==> config.mk <==
export PLATFORM = sky130hd
export DESIGN_NAME = terminal_mouse_report_encoder
export DESIGN_NICKNAME = d
export VERILOG_FILES = /design/src/rtl/mre_pkg.sv /design/src/rtl/mre_digits.sv /design/src/rtl/terminal_mouse_report_encoder.sv
export SDC_FILE = /design/constraint.sdc
export NUM_CORES = 2
export LEC_CHECK = 0
export BUFFER_PORTS_ARGS = -buffer_cell sky130_fd_sc_hd__buf_2
export CORE_MARGIN = 2
export CORE_UTILIZATION = 40
export CTS_BUF_LIST = sky130_fd_sc_hd__clkbuf_8
export CTS_CLUSTER_SIZE = 14
export DETAILED_ROUTE_END_ITERATION = 16
export SYNTH_ARGS = -nofsm -noshare
export SYNTH_HDL_FRONTEND = slang
export SYNTH_SLANG_ARGS = --single-unit
export TNS_END_PERCENT = 5
==> constraint.sdc <==
create_clock -name clk_i -period 20.8 [get_ports clk_i]
set_input_delay 2.08 -clock clk_i [delete_from_list [all_inputs] [get_ports clk_i]]
set_output_delay 2.08 -clock clk_i [all_outputs]
set_load 0.005 [all_outputs]
==> src/rtl/mre_pkg.sv <==
package mre_pkg;

  localparam int unsigned SeqBytes = 17;
  localparam int unsigned SeqW     = SeqBytes * 8;

  localparam logic [13:0] CoordMax   = 14'd9999;
  localparam logic [13:0] X10Limit   = 14'd223;
  localparam logic [10:0] Utf8Max    = 11'h7FF;
  localparam logic [10:0] ByteMax    = 11'd255;
  localparam logic [7:0]  CharOffset = 8'd32;
  localparam logic [7:0]  EscByte    = 8'h1B;

  typedef enum logic [1:0] {
    ModeX10   = 2'd0,
    ModeUtf8  = 2'd1,
    ModeSgr   = 2'd2,
    ModeUrxvt = 2'd3
  } mode_e;

  // Load enables of the two register stages of the digit unit.
  typedef struct packed {
    logic a;
    logic b;
  } stage_en_t;

  // Split 0..99 into two BCD digits, tens in the upper nibble.
  function automatic logic [7:0] bcd2(logic [6:0] n);
    logic [14:0] t;
    logic [3:0]  tens;
    logic [6:0]  ones;
    t    = 15'(n) * 15'd205;
    tens = t[14:11];
    ones = n - 7'(7'(tens) * 7'd10);
    return {tens, ones[3:0]};
  endfunction

endpackage

==> src/rtl/mre_digits.sv <==
module mre_digits (
  input  logic               clk_i,
  input  mre_pkg::stage_en_t en_i,
  input  logic [13:0]        val_i,
  output logic [6:0]         hi_o,
  output logic [6:0]         lo_o
);
  import mre_pkg::*;

  logic [26:0] prod;
  logic [6:0]  hi_a_q;
  logic [13:0] val_a_q;
  logic [13:0] lo_full;
  logic [6:0]  hi_b_q, lo_b_q;

  // Value / 100 by reciprocal; exact for values up to 9999.
  assign prod    = 27'(val_i) * 27'd5243;
  assign lo_full = val_a_q - 14'(14'(hi_a_q) * 14'd100);

  always_ff @(posedge clk_i) begin
    if (en_i.a) begin
      hi_a_q  <= prod[25:19];
      val_a_q <= val_i;
    end
    if (en_i.b) begin
      hi_b_q <= hi_a_q;
      lo_b_q <= lo_full[6:0];
    end
  end

  assign hi_o = hi_b_q;
  assign lo_o = lo_b_q;

endmodule

==> src/rtl/terminal_mouse_report_encoder.sv <==
// Mouse report encoder: each input transaction is one mouse event and yields the
// bytes of an xterm-style report (X10, UTF-8 extended, SGR or urxvt, chosen by
// the encoding_mode register at address 0), one byte per output transaction,
// tlast on the final byte and tuser flagging an X10 event whose coordinates do
// not fit (a single zero byte). A report is 1 to 17 bytes and the output port
// drives one byte per cycle while m_axis_tready holds. A five-stage pipeline ahead
// of the output buffer keeps taking events every cycle while an earlier report
// is still draining, and stalls only when it fills.
module terminal_mouse_report_encoder (
  input  logic        clk_i,
  input  logic        rst_ni,
  // s_axis_tdata: button_code[7:0], column[21:8], row_index[35:22],
  //               is_press[36], modifier_bits[39:37]
  input  logic        s_axis_tvalid,
  output logic        s_axis_tready,
  input  logic [39:0] s_axis_tdata,
  // m_axis_tdata: out_byte[7:0]
  output logic        m_axis_tvalid,
  input  logic        m_axis_tready,
  output logic [7:0]  m_axis_tdata,
  output logic        m_axis_tlast,
  // m_axis_tuser: rejected[0]
  output logic        m_axis_tuser,
  input  logic        psel,
  input  logic        penable,
  input  logic        pwrite,
  input  logic [2:0]  paddr,
  input  logic [31:0] pwdata,
  output logic [31:0] prdata,
  output logic        pready
);
  import mre_pkg::*;

  typedef struct packed {
    logic [31:0] bytes;
    logic [2:0]  len;
  } field_t;

  typedef struct packed {
    logic [SeqW-1:0] bytes;
    logic [4:0]      len;
  } seq_t;

  typedef struct packed {
    mode_e       mode;
    logic        press;
    logic        rej;
    logic [7:0]  cc;
    logic [10:0] xx;
    logic [10:0] yy;
  } side_t;

  function automatic seq_t append(seq_t s, field_t f);
    seq_t r;
    r.bytes = (s.bytes << {f.len, 3'b000}) | SeqW'(f.bytes);
    r.len   = s.len + 5'(f.len);
    return r;
  endfunction

  function automatic field_t one_byte(logic [7:0] b);
    field_t f;
    f.bytes = 32'(b);
    f.len   = 3'd1;
    return f;
  endfunction

  function automatic field_t dec_field(logic [6:0] hi, logic [6:0] lo);
    field_t     f;
    logic [7:0] h, l;
    h = bcd2(hi);
    l = bcd2(lo);
    f.bytes = {4'h3, h[7:4], 4'h3, h[3:0], 4'h3, l[7:4], 4'h3, l[3:0]};
    // Drop leading zeros, keep at least one digit.
    if (h[7:4] != 4'd0) begin
      f.len = 3'd4;
    end else if (h[3:0] != 4'd0) begin
      f.len   = 3'd3;
      f.bytes = {8'd0, f.bytes[23:0]};
    end else if (l[7:4] != 4'd0) begin
      f.len   = 3'd2;
      f.bytes = {16'd0, f.bytes[15:0]};
    end else begin
      f.len   = 3'd1;
      f.bytes = {24'd0, f.bytes[7:0]};
    end
    return f;
  endfunction

  function automatic field_t utf8_field(logic [10:0] v);
    field_t f;
    if (v < 11'h080) begin
      f.bytes = 32'(v[7:0]);
      f.len   = 3'd1;
    end else begin
      f.bytes = {16'd0, 3'b110, v[10:6], 2'b10, v[5:0]};
      f.len   = 3'd2;
    end
    return f;
  endfunction

  // Configuration register
  mode_e mode_q;

  assign pready = 1'b1;
  assign prdata = {30'd0, mode_q};

  always_ff @(posedge clk_i or negedge rst_ni) begin
    if (!rst_ni) begin
      mode_q <= ModeX10;
    end else if (psel && penable && pwrite && pready && !paddr[2]) begin
      mode_q <= mode_e'(pwdata[1:0]);
    end
  end

  // Pipeline control
  logic v1_q, v2_q, v3_q, v4_q, v5_q, ov_q;
  logic rdy1, rdy2, rdy3, rdy4, rdy5, load_out;
  logic [4:0] idx_q;

  assign load_out = !ov_q || (m_axis_tready && idx_q == 5'd0);
  assign rdy5     = !v5_q || load_out;
  assign rdy4     = !v4_q || rdy5;
  assign rdy3     = !v3_q || rdy4;
  assign rdy2     = !v2_q || rdy3;
  assign rdy1     = !v1_q || rdy2;
  assign s_axis_tready = rdy1;

  always_ff @(posedge clk_i or negedge rst_ni) begin
    if (!rst_ni) begin
      v1_q <= 1'b0;
      v2_q <= 1'b0;
      v3_q <= 1'b0;
      v4_q <= 1'b0;
      v5_q <= 1'b0;
    end else begin
      if (rdy1) v1_q <= s_axis_tvalid;
      if (rdy2) v2_q <= v1_q;
      if (rdy3) v3_q <= v2_q;
      if (rdy4) v4_q <= v3_q;
      if (rdy5) v5_q <= v4_q;
    end
  end

  // Stage 1: capture the event
  logic [7:0]  btn_q;
  logic [13:0] col_q, row_q;
  logic        press_q;
  logic [2:0]  mods_q;
  mode_e       mode1_q;

  always_ff @(posedge clk_i) begin
    if (rdy1) begin
      btn_q   <= s_axis_tdata[7:0];
      col_q   <= s_axis_tdata[21:8];
      row_q   <= s_axis_tdata[35:22];
      press_q <= s_axis_tdata[36];
      mods_q  <= s_axis_tdata[39:37];
      mode1_q <= mode_q;
    end
  end

  // One-based coordinates, saturation, modifiers and clamps
  logic [14:0] x_inc, y_inc;
  logic [13:0] x_sat, y_sat, x_off, y_off;
  logic [7:0]  c_mod;
  logic [8:0]  c_off;
  logic [10:0] top;
  side_t       side1;

  always_comb begin
    x_inc = 15'(col_q) + 15'd1;
    y_inc = 15'(row_q) + 15'd1;
    x_sat = (x_inc > 15'(CoordMax)) ? CoordMax : x_inc[13:0];
    y_sat = (y_inc > 15'(CoordMax)) ? CoordMax : y_inc[13:0];
    c_mod = btn_q | {3'b000, mods_q, 2'b00};
    c_off = 9'(c_mod) + 9'(CharOffset);
    x_off = x_sat + 14'(CharOffset);
    y_off = y_sat + 14'(CharOffset);
    top   = (mode1_q == ModeUtf8) ? Utf8Max : ByteMax;
    side1.mode  = mode1_q;
    side1.press = press_q;
    side1.rej   = (mode1_q == ModeX10) && (x_sat > X10Limit || y_sat > X10Limit);
    side1.cc    = c_off[8] ? 8'hFF : c_off[7:0];
    side1.xx    = (x_off > 14'(top)) ? top : x_off[10:0];
    side1.yy    = (y_off > 14'(top)) ? top : y_off[10:0];
  end

  // Stages 2 and 3: decimal split runs alongside the side data
  stage_en_t dig_en;
  logic [6:0] c_hi, c_lo, x_hi, x_lo, y_hi, y_lo;
  side_t side2_q, side3_q;

  assign dig_en.a = rdy2;
  assign dig_en.b = rdy3;

  mre_digits u_dig_c (
    .clk_i (clk_i),
    .en_i  (dig_en),
    .val_i (14'(c_mod)),
    .hi_o  (c_hi),
    .lo_o  (c_lo)
  );

  mre_digits u_dig_x (
    .clk_i (clk_i),
    .en_i  (dig_en),
    .val_i (x_sat),
    .hi_o  (x_hi),
    .lo_o  (x_lo)
  );

  mre_digits u_dig_y (
    .clk_i (clk_i),
    .en_i  (dig_en),
    .val_i (y_sat),
    .hi_o  (y_hi),
    .lo_o  (y_lo)
  );

  always_ff @(posedge clk_i) begin
    if (rdy2) side2_q <= side1;
    if (rdy3) side3_q <= side2_q;
  end

  // Stage 4: per-field byte groups
  field_t dc_q, dx_q, dy_q, uc_q, ux_q, uy_q;
  side_t  side4_q;

  always_ff @(posedge clk_i) begin
    if (rdy4) begin
      dc_q    <= dec_field(c_hi, c_lo);
      dx_q    <= dec_field(x_hi, x_lo);
      dy_q    <= dec_field(y_hi, y_lo);
      uc_q    <= utf8_field(11'(side3_q.cc));
      ux_q    <= utf8_field(side3_q.xx);
      uy_q    <= utf8_field(side3_q.yy);
      side4_q <= side3_q;
    end
  end

  // Stage 5: assemble the report, first byte at the highest occupied byte
  seq_t seq;
  seq_t seq5_q;
  logic rej5_q;

  always_comb begin
    seq = '0;
    if (side4_q.rej) begin
      seq.len = 5'd1;
    end else begin
      seq = append(seq, one_byte(EscByte));
      seq = append(seq, one_byte("["));
      case (side4_q.mode)
        ModeSgr, ModeUrxvt: begin
          if (side4_q.mode == ModeSgr) seq = append(seq, one_byte("<"));
          seq = append(seq, dc_q);
          seq = append(seq, one_byte(";"));
          seq = append(seq, dx_q);
          seq = append(seq, one_byte(";"));
          seq = append(seq, dy_q);
          seq = append(seq, one_byte((side4_q.mode == ModeUrxvt || side4_q.press)
                                     ? 8'h4D : 8'h6D));
        end
        ModeUtf8: begin
          seq = append(seq, one_byte("M"));
          seq = append(seq, uc_q);
          seq = append(seq, ux_q);
          seq = append(seq, uy_q);
        end
        default: begin
          seq = append(seq, one_byte("M"));
          seq = append(seq, one_byte(side4_q.cc));
          seq = append(seq, one_byte(side4_q.xx[7:0]));
          seq = append(seq, one_byte(side4_q.yy[7:0]));
        end
      endcase
    end
  end

  always_ff @(posedge clk_i) begin
    if (rdy5) begin
      seq5_q <= seq;
      rej5_q <= side4_q.rej;
    end
  end

  // Output buffer: count down from the first byte to byte zero
  logic [SeqW-1:0] buf_q;
  logic            rej_q;

  always_ff @(posedge clk_i or negedge rst_ni) begin
    if (!rst_ni) begin
      ov_q  <= 1'b0;
      idx_q <= 5'd0;
    end else if (load_out) begin
      ov_q  <= v5_q;
      idx_q <= seq5_q.len - 5'd1;
    end else if (m_axis_tready) begin
      idx_q <= idx_q - 5'd1;
    end
  end

  always_ff @(posedge clk_i) begin
    if (load_out) begin
      buf_q <= seq5_q.bytes;
      rej_q <= rej5_q;
    end
  end

  assign m_axis_tvalid = ov_q;
  assign m_axis_tdata  = buf_q[{idx_q, 3'b000} +: 8];
  assign m_axis_tlast  = (idx_q == 5'd0);
  assign m_axis_tuser  = rej_q;

endmodule

## After elaboration in Yosys (flattened, before gate mapping)

Cells that the tools add are included.

- Register bits: 724
- Latch bits: 0
- Memory bits (writable): 0
- Memory bits (read-only): 0
- Input bits: 82
- Logic and storage cells: 206
- Memories: 0

- Add/subtract/negate cells: 25
- Multipliers: 18
- Divide/modulo/power cells: 0
- $lt $le $gt $ge: 9
- Eq/ne operators: 4
- Shifts and indexed selects: 7
- Muxes and demuxes: 24
- Bitwise gates (word level): 10
- Reductions and logical operators: 36

Operators with widths:

| operator | count |
|---|---|
| 136-bit by 32-bit bitwise OR with 136-bit output | 3 |
| 136-bit by 6-bit << shifter with 128-bit output | 3 |
| 128-bit by 32-bit bitwise OR with 128-bit output | 3 |
| 141-bit 2-to-1 mux | 2 |
| 141-bit one-hot mux with 2 select lines | 1 |
| 136-bit by 6-bit << shifter with 136-bit output | 2 |
| 136-bit by 7-bit bitwise OR with 136-bit output | 1 |
| 136-bit by 9-bit indexed part select with 8-bit output | 1 |
| 21-bit by 6-bit << shifter with 136-bit output, first input constant | 1 |
| 7-bit by 8-bit multiplier with 15-bit output, second input constant | 6 |
| 28-bit 2-to-1 mux | 3 |
| 25-bit 2-to-1 mux | 3 |
| 19-bit 2-to-1 mux | 3 |
| 14-bit by 13-bit multiplier with 26-bit output, second input constant | 2 |
| 17-bit 2-to-1 mux | 3 |
| 45-bit by 8-bit bitwise OR with 45-bit output | 1 |
| 37-bit by 8-bit bitwise OR with 37-bit output | 1 |
| 4-bit nonzero test | 9 |
| 11-bit 2-to-1 mux | 3 |
| 14-bit by 1-bit adder with 15-bit output, second input constant | 2 |
| 15-bit by 14-bit greater-than comparator with 1-bit output, second input constant | 2 |
| 14-bit by 6-bit adder with 14-bit output, second input constant | 2 |
| 14-bit by 11-bit greater-than comparator with 1-bit output | 2 |
| 14-bit by 8-bit greater-than comparator with 1-bit output, second input constant | 2 |
| other kinds (27) | 72 |

## Logic depth before layout (Yosys ltp)

- Depth after elaboration: 12
- Mapped depth: 33
- Mapped depth without buffers: 31

## Cells and area by module

Synthesis repeated with hierarchy kept, for this count alone.

- Cell total of the unflattened synthesis: 4193
- Area, all modules: 46271.9 um^2

By module, submodules not included:

| module | instances | cells an instance | area each (um^2) | seq. area each (um^2) |
|---|---|---|---|---|
| terminal_mouse_report_encoder | 1 | 3054 | 33417.0 | 14889.3 |
| mre_digits (u_dig_y) | 1 | 397 | 4370.4 | 840.8 |
| mre_digits (u_dig_c) | 1 | 372 | 4251.6 | 840.8 |
| mre_digits (u_dig_x) | 1 | 370 | 4232.8 | 840.8 |

## Least setup slack after synthesis

OpenSTA, ideal clock, no wires.

- Path kind: input to output
- Start point: in m_axis_tready
- End point: out s_axis_tready
- Data arrival time: 7.001 ns
- Data required time: 18.720 ns
- Setup slack: 11.719 ns
- Stages: 4
- Buffers on the path: 0
- Path through: a21boi_0 > nand3_1 > nor2_1 > nand3_1

- Cells in the longest elaborated chain, start to end: 7

RTL lines:

| what | RTL line | RTL |
|---|---|---|
| start, declared | terminal_mouse_report_encoder.sv:19 | `input logic m_axis_tready,` |
| 1-bit logical AND | terminal_mouse_report_encoder.sv:120 | `assign load_out = !ov_q \|\| (m_axis_tready && idx_q == 5'd0);` |
| 1-bit logical OR | terminal_mouse_report_encoder.sv:120 |  |
| 1-bit logical OR | terminal_mouse_report_encoder.sv:121 | `assign rdy5 = !v5_q \|\| load_out;` |
| 1-bit logical OR | terminal_mouse_report_encoder.sv:122 | `assign rdy4 = !v4_q \|\| rdy5;` |
| named net rdy4 | terminal_mouse_report_encoder.sv:117 | `logic rdy1, rdy2, rdy3, rdy4, rdy5, load_out;` |
| 1-bit logical OR | terminal_mouse_report_encoder.sv:123 | `assign rdy3 = !v3_q \|\| rdy4;` |
| 1-bit logical OR | terminal_mouse_report_encoder.sv:124 | `assign rdy2 = !v2_q \|\| rdy3;` |
| 1-bit logical OR | terminal_mouse_report_encoder.sv:125 | `assign rdy1 = !v1_q \|\| rdy2;` |
| end, declared | terminal_mouse_report_encoder.sv:15 | `output logic s_axis_tready,` |

The timed path passes the listed nets, and every way through them passes these cells.

## Worst setup path in the final report

- Start point: reg col_q[0]
- End point: reg u_dig_x.hi_a_q[6], data pin

- Cells in the longest elaborated chain, start to end: 4

RTL lines:

| what | RTL line | RTL |
|---|---|---|
| start, declared | terminal_mouse_report_encoder.sv:146 | `logic [13:0] col_q, row_q;` |
| start signal, assigned | terminal_mouse_report_encoder.sv:154 | `col_q <= s_axis_tdata[21:8];` |
| 14-bit by 1-bit adder with 15-bit output * | terminal_mouse_report_encoder.sv:171 | `x_inc = 15'(col_q) + 15'd1;` |
| 15-bit by 14-bit greater-than comparator with 1-bit output | terminal_mouse_report_encoder.sv:173 | `x_sat = (x_inc > 15'(CoordMax)) ? CoordMax : x_inc[13:0];` |
| 14-bit 2-to-1 mux * | terminal_mouse_report_encoder.sv:173 |  |
| 14-bit by 13-bit multiplier with 26-bit output * | mre_digits.sv:17 | `assign prod = 27'(val_i) * 27'd5243;` |
| named net u_dig_x.prod[25] | mre_digits.sv:10 | `logic [26:0] prod;` |
| end signal, assigned | mre_digits.sv:22 | `hi_a_q <= prod[25:19];` |
| end, declared | mre_digits.sv:11 | `logic [6:0] hi_a_q;` |

Mark *: on every way through the listed nets, which the timed path passes. The rest lies on a longest branch.
A chain may end at the register's enable or synchronous reset.

==> metrics.csv <==
metric;value;unit
status;finished clean;
ir_drop;0.0876;mV
ctsHoldBuffers;0;
utilization;43.7;%
grt_max_degree;77;
clock_path_buffers;3;
dp_hpwl;76000;um
dpl_cell_area;0.0428;sq mm
intPower;2.98;mW
yosysUniqueCellTypes;95;
cts_tree;done;
ant_nets;0;
dr.pass1.iters;5;
io_buffer_count;63;
tns;0;ns
r2r_cells;30;
clk_pin_slew;0.06;ns
min_period_over_period;43.6;%
swShare;39.6;%
layout_min_cycle_time;9.07;ns
htreeDepth;3;
finalNonFillerCells;5224;
grt_pass1_wl;157000;um
drive_gt1_share;9.57;%
areaGrowthSynthToFinish;8.04;%
p_seq_share;29.8;%
grt_usage;18.8;%
rows;117;
grt_pass1_vias;27133;
wl_per_cell;19.1;um
cp_slowest_cell;a2111oi_0;
dominantRegCellSynth;edfxtp_1;
io_pins;127;
seq_area_frac_synth;40.8;%
synthArstFlopShare;2.30;%
cts_buffers;94;
stdcell_area;0.0447;sq mm
synth_area;0.0414;sq mm
antenna_found_initial;6;
worst_path_largest_cell_delay;0.68;ns
worstMarginPinSlew;1.18;ns
p_clk_share;19.4;%
finalWeightedCongestion;0.978;
synth_edf_count;551;
dieArea;0.106;sq mm
postCtsSetupRepairBufs;0;
drtIter0Drc;2675;
fmax;110;MHz
drt_wl_total;99700;um
syn_inst;3773;
setup_violations;0;
layout_common_cells;551 x edfxtp_1, 467 x ha_1, 438 x inv_1;
placed_cells;5055;
initial_core_util;40.5;%
nets;4515;
cp_max_fo;25;
drv_slew;0;
hold_depth;0;
core-area;0.102;sq mm
cts.repair.resized;0;
maxSlewHeadroom;19.1;%
clock_sinks;564;
power;4.93;mW
final_common_cell;edfxtp_1;
synth_area_per_cell;11.0;sq um
worst_setup_path_end_kind;flop;
comb_power_share;50.8;%
routed_via_density;5.32;
dieWidth;326;um
die_height;326;um
synth_seq_cells;564;
fin_skew;0.0622;ns
yosysWarnings;0;
drv_cap;0;
hold_violations;0;
cp-start-kind;flop;
clk_latency;0.74;ns
crit_required;21.26;ns
via_count;27771;
power_density;110;mW/mm^2
cts_root_buffer;clkbuf_8;
worstPathArrival;9.53;ns
critPathKind;flop to flop;
min_path_type;flop to flop;
gr-total-overflow;0;
p_switching;1.95;mW
p_leak;18.6;nW
rsz0062_at_grt;false;
drc;0;
-- worst max-delay path, delay by kind of cell (launching register included) --
kind            cells  cell delay (ns)
flops               1             0.60
buf+inv             5             0.50
xor+xnor            2             0.32
fa+ha+maj           7             2.83
compound gates     10             2.79
simple gates        6             1.76
-- per-stage QoR --
stage                     setup slack, ns  hold WS (ns)
after floorplan                     11.72         0.400
after global placement              11.72         0.401
after detailed placement            11.74         0.405
after CTS                           11.69         0.388
after global routing                11.06         0.409
final                               11.73         0.401
-- layout make-up --
cell class	count	area, sq um
Fill cell	9750	57500
Sequential cell	564	16900
Multi-Input combinational cell	2609	22100
Antenna cell	2	5.00
Timing Repair Buffer	102	608
Inverter	412	1550
Tap cell	1368	1710
Clock buffer	96	1320
Clock inverter	71	510
-- power groups by stage --
| stage | combinational [mW] | clock (mW) | sequential, mW |
|---|---|---|---|
| 2_1_floorplan | 1.93 | 0 | 1.45 |
| 3_3_place_gp | 2.48 | 0 | 1.49 |
| 3_5_place_dp | 2.52 | 0 | 1.50 |
| 4_1_cts | 2.55 | 0.992 | 1.47 |
| 5_1_grt | 2.93 | 1.04 | 1.48 |
| 6_report | 2.50 | 0.958 | 1.47 |
-- path summary, 6_finish.rpt --
| path | start | endpoint | slack (ns) |
|---|---|---|---|
| max | col_q[0] | u_dig_x.hi_a_q[6] | 11.73 |
| min | seq5_q[28] | buf_q[23] | 0.40 |
| max reg2reg | col_q[0] | u_dig_x.hi_a_q[6] | 11.73 |
| min reg2reg | seq5_q[28] | buf_q[23] | 0.40 |
| max in group asynchronous | rst_ni | mode_q[1] | 19.07 |
| min in group asynchronous | rst_ni | idx_q[3] | 1.32 |
-- Yosys cell counts, types with 37 or more instances --
| library cell | instances | area (sq um) |
|---|---|---|
| edfxtp_1 | 551 | 16500 |
| ha_1 | 467 | 5840 |
| inv_1 | 406 | 1520 |
| nor2_1 | 285 | 1070 |
| nand2_1 | 267 | 1000 |
| a21oi_1 | 199 | 996 |
| fa_1 | 183 | 3660 |
| o21ai_0 | 155 | 776 |
| clkbuf_1 | 131 | 492 |
| xnor2_1 | 112 | 981 |
| mux2i_1 | 93 | 931 |
| nor3_1 | 67 | 335 |
| a21o_1 | 61 | 458 |
| nand3_1 | 55 | 275 |
| xor2_1 | 47 | 412 |
| a211oi_1 | 42 | 315 |
| buf_4 | 39 | 293 |
| mux4_2 | 37 | 833 |
-- flip-flops by register name, indices dropped and copies added, names as in the netlist, 7 cells and up --
register,flops
u_dig_x.hi_a_q,7
uy_q,9
side3_q,34
buf_q,127
dx_q,21
u_dig_c.lo_o,7
u_dig_x.lo_o,7
row_q,14
dy_q,21
seq5_q,132
u_dig_y.hi_a_q,7
ux_q,9
side2_q,34
u_dig_x.hi_o,7
col_q,14
side4_q,27
u_dig_c.val_a_q,7
dc_q,13
u_dig_y.lo_o,7
btn_q,8
u_dig_y.val_a_q,7
u_dig_x.val_a_q,7
u_dig_y.hi_o,7
-- metal layers --
| metal | up-vias | global-route usage, % | share of wire (%) |
|---|---|---|---|
| li1 | 13429 | - | - |
| met1 | 13382 | 27.8 | 47 |
| met2 | 791 | 28.1 | 44 |
| met3 | 167 | 2.58 | 5.5 |
| met4 | 2 | 6.49 | 3.3 |
| met5 | - | 0 | 0.016 |
-- cells by family (layout without fill, tap and decap cells) --
group,after synthesis,count (layout),share of synthesized area (%)
AND/OR/NAND/NOR,855,855,9.52
multiplexers,167,167,5.28
adder cells (fa/ha/maj),653,653,23.1
flip-flops,564,564,40.8
buffers and inverters,629,681,6.12
AO/OA/AOI/OAI,743,743,11.8
XOR/XNOR,160,160,3.43
other,2,33,0.0182
Power figures use the tool's default switching activity.
